**src/design/spg_pkg.sv**
```systemverilog
// ----------------------------------------------------------------------------
// spg_pkg: shared types and constants of the step pulse generator
// Command codes, register indexes and field widths used by the core and the
// period clamp.
// ----------------------------------------------------------------------------
package spg_pkg;

  localparam int unsigned PERIOD_W   = 32;  // requested period field
  localparam int unsigned LIMIT_W    = 16;  // clamp limit registers
  localparam int unsigned HALF_W     = 15;  // half period / tick counter
  localparam int unsigned PCOUNT_W   = 32;  // pulse_count / pulses_left fields

  localparam logic [LIMIT_W-1:0] RESET_MIN_PERIOD = 16'd20;
  localparam logic [LIMIT_W-1:0] RESET_MAX_PERIOD = 16'd60000;

  // Command carried with each input transfer
  typedef enum logic [1:0] {
    MODE_TICK  = 2'd0,
    MODE_START = 2'd1,
    MODE_STOP  = 2'd2
  } mode_e;

  // Configuration register indexes
  typedef enum logic [0:0] {
    REG_MIN_PERIOD = 1'b0,
    REG_MAX_PERIOD = 1'b1
  } reg_idx_e;

endpackage

```
**src/design/step_pulse_generator_unit.sv**
```systemverilog
// ----------------------------------------------------------------------------
// step_pulse_generator_unit: step/direction pulse generator for a stepper
// Result: the status of an input transfer is registered and is on m_axis in the next cycle.
// Throughput: one input transfer per cycle; the single result register is
//   refilled in the same cycle it is drained, so only a stalled m_axis stops s_axis.
// Reset: move state, pins and result valid cleared; limits set to 20/60000 us.
// ----------------------------------------------------------------------------
module step_pulse_generator_unit
  import spg_pkg::*;
#(
  parameter int unsigned COUNT_BITS = 32  // width of the pulse down-counter, 8..32
) (
  input  logic        clk_i,
  input  logic        rst_ni,

  // Configuration write channel
  input  logic        cfg_valid_i,
  output logic        cfg_ready_o,
  input  logic [0:0]  cfg_index_i,
  input  logic [15:0] cfg_data_i,

  // Command stream
  input  logic        s_axis_tvalid,
  output logic        s_axis_tready,
  // [0] direction, [32:1] pulse_count, [64:33] period_us, [71:65] zero
  input  logic [71:0] s_axis_tdata,
  // [1:0] mode
  input  logic [1:0]  s_axis_tuser,

  // Status stream, one transfer per command
  output logic        m_axis_tvalid,
  input  logic        m_axis_tready,
  // [0] step_level, [1] dir_level, [2] busy_res, [34:3] pulses_left,
  // [35] move_done, [36] start_rejected, [39:37] zero
  output logic [39:0] m_axis_tdata
);

  // --------------------------------------------------------------------------
  // Configuration: limits are always writable, one write per cycle
  // --------------------------------------------------------------------------
  logic [LIMIT_W-1:0] min_period_q, max_period_q;

  assign cfg_ready_o = 1'b1;

  always_ff @(posedge clk_i or negedge rst_ni) begin
    if (!rst_ni) begin
      min_period_q <= RESET_MIN_PERIOD;
      max_period_q <= RESET_MAX_PERIOD;
    end else if (cfg_valid_i) begin
      unique case (reg_idx_e'(cfg_index_i))
        REG_MIN_PERIOD: min_period_q <= cfg_data_i;
        REG_MAX_PERIOD: max_period_q <= cfg_data_i;
        default: ;
      endcase
    end
  end

  // --------------------------------------------------------------------------
  // Input unpacking
  // --------------------------------------------------------------------------
  mode_e               in_mode;
  logic                in_dir;
  logic [PCOUNT_W-1:0] in_count;
  logic [PERIOD_W-1:0] in_period;

  assign in_mode   = mode_e'(s_axis_tuser);
  assign in_dir    = s_axis_tdata[0];
  assign in_count  = s_axis_tdata[32:1];
  assign in_period = s_axis_tdata[64:33];

  // Output register stalls only when it holds data nobody is taking
  logic out_valid_q;
  logic in_xfer;

  assign s_axis_tready = !out_valid_q || m_axis_tready;
  assign in_xfer       = s_axis_tvalid && s_axis_tready;

  // --------------------------------------------------------------------------
  // Start command: half period from the clamp, pulse count saturated to
  // the counter width
  // --------------------------------------------------------------------------
  logic [HALF_W-1:0]     start_half;
  logic [COUNT_BITS-1:0] start_count;

  spg_period_clamp u_clamp (
    .period_i      (in_period),
    .min_period_i  (min_period_q),
    .max_period_i  (max_period_q),
    .half_period_o (start_half)
  );

  if (COUNT_BITS < PCOUNT_W) begin : g_count_sat
    assign start_count = (|in_count[PCOUNT_W-1:COUNT_BITS]) ? '1
                                                              : in_count[COUNT_BITS-1:0];
  end else begin : g_count_full
    assign start_count = in_count[COUNT_BITS-1:0];
  end

  // --------------------------------------------------------------------------
  // Move state
  // --------------------------------------------------------------------------
  logic                  pin_q, pin_d;
  logic                  dir_q, dir_d;
  logic                  moving_q, moving_d;
  logic [COUNT_BITS-1:0] pulses_q, pulses_d;
  logic [HALF_W-1:0]     half_q, half_d;
  logic [HALF_W-1:0]     tick_q, tick_d;
  logic                  done_d, rejected_d;

  // Tick path helpers
  logic [HALF_W-1:0]     tick_inc;
  logic [HALF_W-1:0]     half_eff;
  logic [COUNT_BITS-1:0] pulses_dec;

  assign tick_inc   = tick_q + HALF_W'(1);   // wraps at 15 bits
  assign half_eff   = (half_q == '0) ? HALF_W'(1) : half_q;
  assign pulses_dec = (pulses_q != '0) ? pulses_q - COUNT_BITS'(1) : pulses_q;

  always_comb begin
    pin_d      = pin_q;
    dir_d      = dir_q;
    moving_d   = moving_q;
    pulses_d   = pulses_q;
    half_d     = half_q;
    tick_d     = tick_q;
    done_d     = 1'b0;
    rejected_d = 1'b0;

    unique case (in_mode)
      MODE_TICK: begin
        if (moving_q) begin
          tick_d = tick_inc;
          if (tick_inc >= half_eff) begin
            tick_d = '0;
            if (!pin_q) begin
              pin_d = 1'b1;
            end else begin
              // falling edge ends one pulse
              pin_d    = 1'b0;
              pulses_d = pulses_dec;
              if (pulses_dec == '0) begin
                moving_d = 1'b0;
                done_d   = 1'b1;
              end
            end
          end
        end
      end
      MODE_START: begin
        if (in_count == '0) begin
          rejected_d = 1'b1;   // running move is left alone
        end else begin
          pin_d    = 1'b0;
          tick_d   = '0;
          dir_d    = in_dir;
          pulses_d = start_count;
          half_d   = start_half;
          moving_d = 1'b1;
        end
      end
      MODE_STOP: begin
        // direction pin keeps its level
        pin_d    = 1'b0;
        moving_d = 1'b0;
        pulses_d = '0;
        half_d   = '0;
        tick_d   = '0;
      end
      default: ;   // unused code: report state only
    endcase
  end

  always_ff @(posedge clk_i or negedge rst_ni) begin
    if (!rst_ni) begin
      pin_q    <= 1'b0;
      dir_q    <= 1'b0;
      moving_q <= 1'b0;
      pulses_q <= '0;
      half_q   <= '0;
      tick_q   <= '0;
    end else if (in_xfer) begin
      pin_q    <= pin_d;
      dir_q    <= dir_d;
      moving_q <= moving_d;
      pulses_q <= pulses_d;
      half_q   <= half_d;
      tick_q   <= tick_d;
    end
  end

  // --------------------------------------------------------------------------
  // Result register
  // --------------------------------------------------------------------------
  logic [39:0] out_data_q;

  always_ff @(posedge clk_i or negedge rst_ni) begin
    if (!rst_ni) begin
      out_valid_q <= 1'b0;
    end else if (in_xfer) begin
      out_valid_q <= 1'b1;
    end else if (m_axis_tready) begin
      out_valid_q <= 1'b0;
    end
  end

  always_ff @(posedge clk_i) begin
    if (in_xfer) begin
      out_data_q <= {3'b000, rejected_d, done_d, PCOUNT_W'(pulses_d),
                     moving_d, dir_d, pin_d};
    end
  end

  assign m_axis_tvalid = out_valid_q;
  assign m_axis_tdata  = out_data_q;

  // --------------------------------------------------------------------------
  // Assertions
  // --------------------------------------------------------------------------
  // A running move always has pulses left to emit
  a_busy_has_pulses: assert property (@(posedge clk_i) disable iff (!rst_ni)
    moving_q |-> (pulses_q != '0))
    else $error("move running with zero pulses left");

  // A running move always has a usable half period
  a_busy_has_half: assert property (@(posedge clk_i) disable iff (!rst_ni)
    moving_q |-> (half_q != '0))
    else $error("move running with zero half period");

  // Completion is reported only with the pin low and the move ended
  a_done_idle: assert property (@(posedge clk_i) disable iff (!rst_ni)
    (out_valid_q && out_data_q[35]) |-> (!out_data_q[2] && !out_data_q[0]))
    else $error("move_done reported while still busy or step high");

  // A rejected start leaves the move state untouched
  a_reject_keeps_state: assert property (@(posedge clk_i) disable iff (!rst_ni)
    (in_xfer && rejected_d) |=> ($stable(moving_q) && $stable(pulses_q)))
    else $error("rejected start changed the move state");

endmodule

```
**src/design/spg_period_clamp.sv**
```systemverilog
// ----------------------------------------------------------------------------
// spg_period_clamp: period limit and half-period derivation
// Clamps the requested full period to [min, max] (max wins when the limits
// cross), halves it by truncation and never returns a half period of zero.
// ----------------------------------------------------------------------------
module spg_period_clamp
  import spg_pkg::*;
(
  input  logic [PERIOD_W-1:0] period_i,
  input  logic [LIMIT_W-1:0]  min_period_i,
  input  logic [LIMIT_W-1:0]  max_period_i,
  output logic [HALF_W-1:0]   half_period_o
);

  logic [PERIOD_W-1:0] lo_clamped;
  logic [LIMIT_W-1:0]  full_period;
  logic [HALF_W-1:0]   half_raw;

  always_comb begin
    if (period_i < PERIOD_W'(min_period_i)) begin
      lo_clamped = PERIOD_W'(min_period_i);
    end else begin
      lo_clamped = period_i;
    end
    if (lo_clamped > PERIOD_W'(max_period_i)) begin
      full_period = max_period_i;
    end else begin
      full_period = lo_clamped[LIMIT_W-1:0];
    end
    half_raw = full_period[LIMIT_W-1:1];
    half_period_o = (half_raw == '0) ? HALF_W'(1) : half_raw;
  end

endmodule

```
**config.mk**
```make
export PLATFORM = sky130hd
export DESIGN_NAME = step_pulse_generator_unit
export DESIGN_NICKNAME = d
export VERILOG_FILES = /design/src/design/spg_pkg.sv /design/src/design/step_pulse_generator_unit.sv /design/src/design/spg_period_clamp.sv
export SDC_FILE = /design/constraint.sdc
export NUM_CORES = 1
export LEC_CHECK = 0
export ABC_AREA = 1
export BUFFER_PORTS_ARGS = -buffer_cell sky130_fd_sc_hd__buf_4
export CAP_MARGIN = 0
export CORE_MARGIN = 2
export CORE_UTILIZATION = 30
export CTS_BUF_LIST = sky130_fd_sc_hd__clkbuf_4 sky130_fd_sc_hd__clkbuf_8
export CTS_CLUSTER_SIZE = 8
export DETAILED_ROUTE_END_ITERATION = 10
export GPL_TIMING_DRIVEN = 0
export PLACE_DENSITY_LB_ADDON = 0.15
export SLEW_MARGIN = 20
export SYNTH_ARGS = -nofsm -noshare
export SYNTH_HDL_FRONTEND = slang
export SYNTH_SLANG_ARGS = --single-unit
```
**constraint.sdc**
```tcl
create_clock -name clk_i -period 8.2 [get_ports clk_i]
set_input_delay 1.23 -clock clk_i [delete_from_list [all_inputs] [get_ports clk_i]]
set_output_delay 1.23 -clock clk_i [all_outputs]
set_load 0.02 [all_outputs]
```
==> flow_summary.ini <==
[run_status]
outcome = complete, no violations

[final_layout]
syn2layout_area_growth_pct = 20.0
finish.cell_count_without_fillers = 1932
nets = 1665
drive_above_1_share = 0.129
n_antenna_cell = 0

[die]
die-height_microns = 182
boundaryPins = 139
core.rowCount = 65
initial_utilization = 0.304
die_area_sq_mm = 0.0333
die_w_microns = 182
fp.coreArea_sq_mm = 0.0315

[clocking]
cts_tree = built
clock_insertion_delay_worst_skew_ns = 0.49
h_tree_level_count = 4
cts_made_buffers = 17
clock_tree.root_cell = sky130_fd_sc_hd__clkbuf_8
postCtsSetupRepairBufs = 0
cts.clk_slew.worst_paths_ns = 0.08
clock_tree.buffer_depth = 2
number_of_buffers_added_to_fix_hold_violations_after_cts = 0
ctsResizeCount = 0
clock_sinks = 135

[routing]
antenna_left = 0
avgViaCountPerCell = 4.84
post_drt_wl_per_cell_microns = 16.5
detail_route.first_pass.iterations = 5
vias = 9345
wirelength_microns = 31800
drcViolationCount = 0
drt_first_iter_violations = 738

[global_routing]
globalRoute.totalOverflow = 0
initial_antenna_violation_count = 0
gr-usage-all-layers = 0.196
grt_first_pass_wirelength_microns = 50200
grt_pass1_vias = 8935
grt_max_degree = 99

[sta]
timing.final.crit_period_ns = 5.04
worst-slew-pin-transition_ns = 0.968
fmaxAchievable_mhz = 198
min_period_over_period = 0.615
largest_clock_skew_in_the_final_design_ns = 0.0181
finalSetupViolations = 0
postLayoutSetupSlackWorst_ns = 3.16
setup-tns-final_ns = 0
rsz0062_at_grt = false
count_of_final_hold_check_violations = 0
report.final.slew_viol_count = 0
slew_hr = 0.355

[place]
gp_routability_congestion = 0.912
placed_cells = 1900
placement.io_buffers = 127
detailedPlacementHpwl_microns = 25000
place_ws_ns = 2.68

[yosys]
synth_area_leaders = sky130_fd_sc_hd__dfrtp_1 23%, sky130_fd_sc_hd__nand2_1 15%, sky130_fd_sc_hd__edfxtp_1 12%, sky130_fd_sc_hd__inv_1 7.6%, sky130_fd_sc_hd__nand3_1 7.2%
prevailing_post_synth_register_cell = sky130_fd_sc_hd__dfrtp_1
synth.ff_latch_count = 135
yosysMostFrequentCell = sky130_fd_sc_hd__nand2_1
synth_enable_flop_cells = 37
synthesis.instances = 1368
synth_top_cells_by_count = 375 x sky130_fd_sc_hd__nand2_1, 194 x sky130_fd_sc_hd__inv_1, 138 x sky130_fd_sc_hd__nand3_1
synth_async_reset_ratio = 0.726
post_synth.cell_area_avg_sq_um = 6.99
synth_top_cell_area_share = 0.233
ys.warnings.count = 0
yosysUniqueCellTypes = 41
synthesized_area_sq_mm = 0.00956
synth_seq_area_share = 0.374
yosys.area.top_type = sky130_fd_sc_hd__dfrtp_1

[critical_path]
cp.buffers_inverters = 4
critical-path-max-stage-delay_ns = 0.45
worstSetupStartpointType = input pin
critical_path.cell_chain = buf_4 > ha_1 > a21o_1 > o21ai_0 > nand2_1 > nor2_2 > clkbuf_1 > nand3_1 > and2_1 > ha_1 > a21oi_1 > nand2_1 > a21oi_1 > nand3_1 > nand2_1 > inv_1 > clkbuf_1 > o21ai_0 > nand3_1 > nor2_1 > nand2_1 > nand2_1 > nand2_1 > nand2_1
largest_delay_contributor_family_on_the_critical_path = simple AND/OR/NAND/NOR gates
setup.worst_path.class = input pin to flip-flop
r2r_slack_ns = 3.45
critical-path-top-cell-by-count = sky130_fd_sc_hd__nand2_1
cpMaxStageDelayCell = sky130_fd_sc_hd__o21ai_0
crit_required_ns = 8.63
ff_to_ff_start = tick_q[0]$_DFFE_PN0P_
maximum_fanout_encountered_on_the_critical_timing_path = 10
worst_ep_arrival_time_ns = 5.47
crit-reg2reg-capture = m_axis_tdata[15]$_DFFE_PP_
worstRegToRegCells = 28
crit_path_end_kind = flip-flop

[hold_path]
worstHoldPathType = flip-flop to flip-flop
worstHoldStart = min_period_q[13]$_DFFE_PN0P_
worstHoldEndpoint = min_period_q[13]$_DFFE_PN0P_
min_path_cells = 2

[power_and_ir_drop]
cellPowerDensity_mw_per_mm2 = 189
total_leakage_power_uw = 0.00570
vdd.ir_drop.worst_mv = 0.160

[flow_run]
max_cap_violations = 0
## report_power, final
group | switching (uW) | internal [uW]
logic | 430 | 245
clock network | 294 | 315
registers | 96.3 | 791
## flip-flops by register name, summed over array words and instances (netlist names)
register / count
m_axis_tvalid: 1
half_q: 15
tick_q: 15
pulses_q: 32
dir_q: 1
max_period_q: 16
min_period_q: 16
pin_q: 1
moving_q: 1
m_axis_tdata: 37
## metal layers
metal  vias to the layer above  GRT usage  part of all wire
met4                         0     0.0629             0.022
met5                         -          0                 0
li1                       4762          -                 -
met1                      4288      0.281              0.49
met3                        42     0.0385             0.055
met2                       253      0.296              0.43
## tightest hold or removal path: stages, from the launching register on
cell and delay (ns):
sky130_fd_sc_hd__dfrtp_1 0.35, sky130_fd_sc_hd__nand2_1 0.05, sky130_fd_sc_hd__o21ai_0 0.05
## metrics by stage
step	power [uW]	hold WS (ns)	cell area, sq um	utilization
2_1_floorplan	1320	0.453	9560	-
3_3_place_gp	1560	0.469	11000	0.350
3_5_place_dp	1570	0.476	11100	0.351
4_1_cts	2190	0.497	11500	0.364
5_1_grt	2330	0.520	11500	0.364
6_report	2170	0.487	11500	0.364
## cell type report
cell class,count,area (sq um)
Tap cell,402,503
Multi-Input combinational cell,988,5030
Sequential cell,135,3570
Clock inverter,12,151
Fill cell,3372,20000
Timing Repair Buffer,128,985
Clock buffer,20,263
Buffer,51,229
Inverter,196,736
## cell usage in the layout, fill, tap and decap left out, drive strengths merged, types with 12 or more instances in the layout
cell	instances
clkbuf	56
nand3	139
o21ai	130
a22oi	19
inv	197
dfrtp	89
buf	143
a21boi	12
xor2	14
ha	52
nand4	19
nor2	117
a21oi	41
nand2	378
and2	12
edfxtp	37
## logic make-up after synthesis
logic type / synth area share
and+or+nand+nor: 0.310
buffers and inverters: 0.101
AOI/OAI and AO/OA: 0.133
DFF: 0.374
adders and majority gates: 0.0681
xor gates and xnor gates: 0.0128
other: 0.000786
## worst max-delay path by stage
stage / from / end / cells after the start
final: s_axis_tdata[44] / half_q[0]$_DFFE_PN0P_ / 24
after global routing: s_axis_tdata[44] / half_q[0]$_DFFE_PN0P_ / 27
after CTS: s_axis_tdata[48] / half_q[0]$_DFFE_PN0P_ / 25
after detailed placement: s_axis_tdata[48] / half_q[0]$_DFFE_PN0P_ / 25
after global placement: s_axis_tdata[48] / half_q[0]$_DFFE_PN0P_ / 25
after floorplan: s_axis_tdata[44] / half_q[0]$_DFFE_PN0P_ / 26
Note: power is estimated with default switching activity, not from simulation.
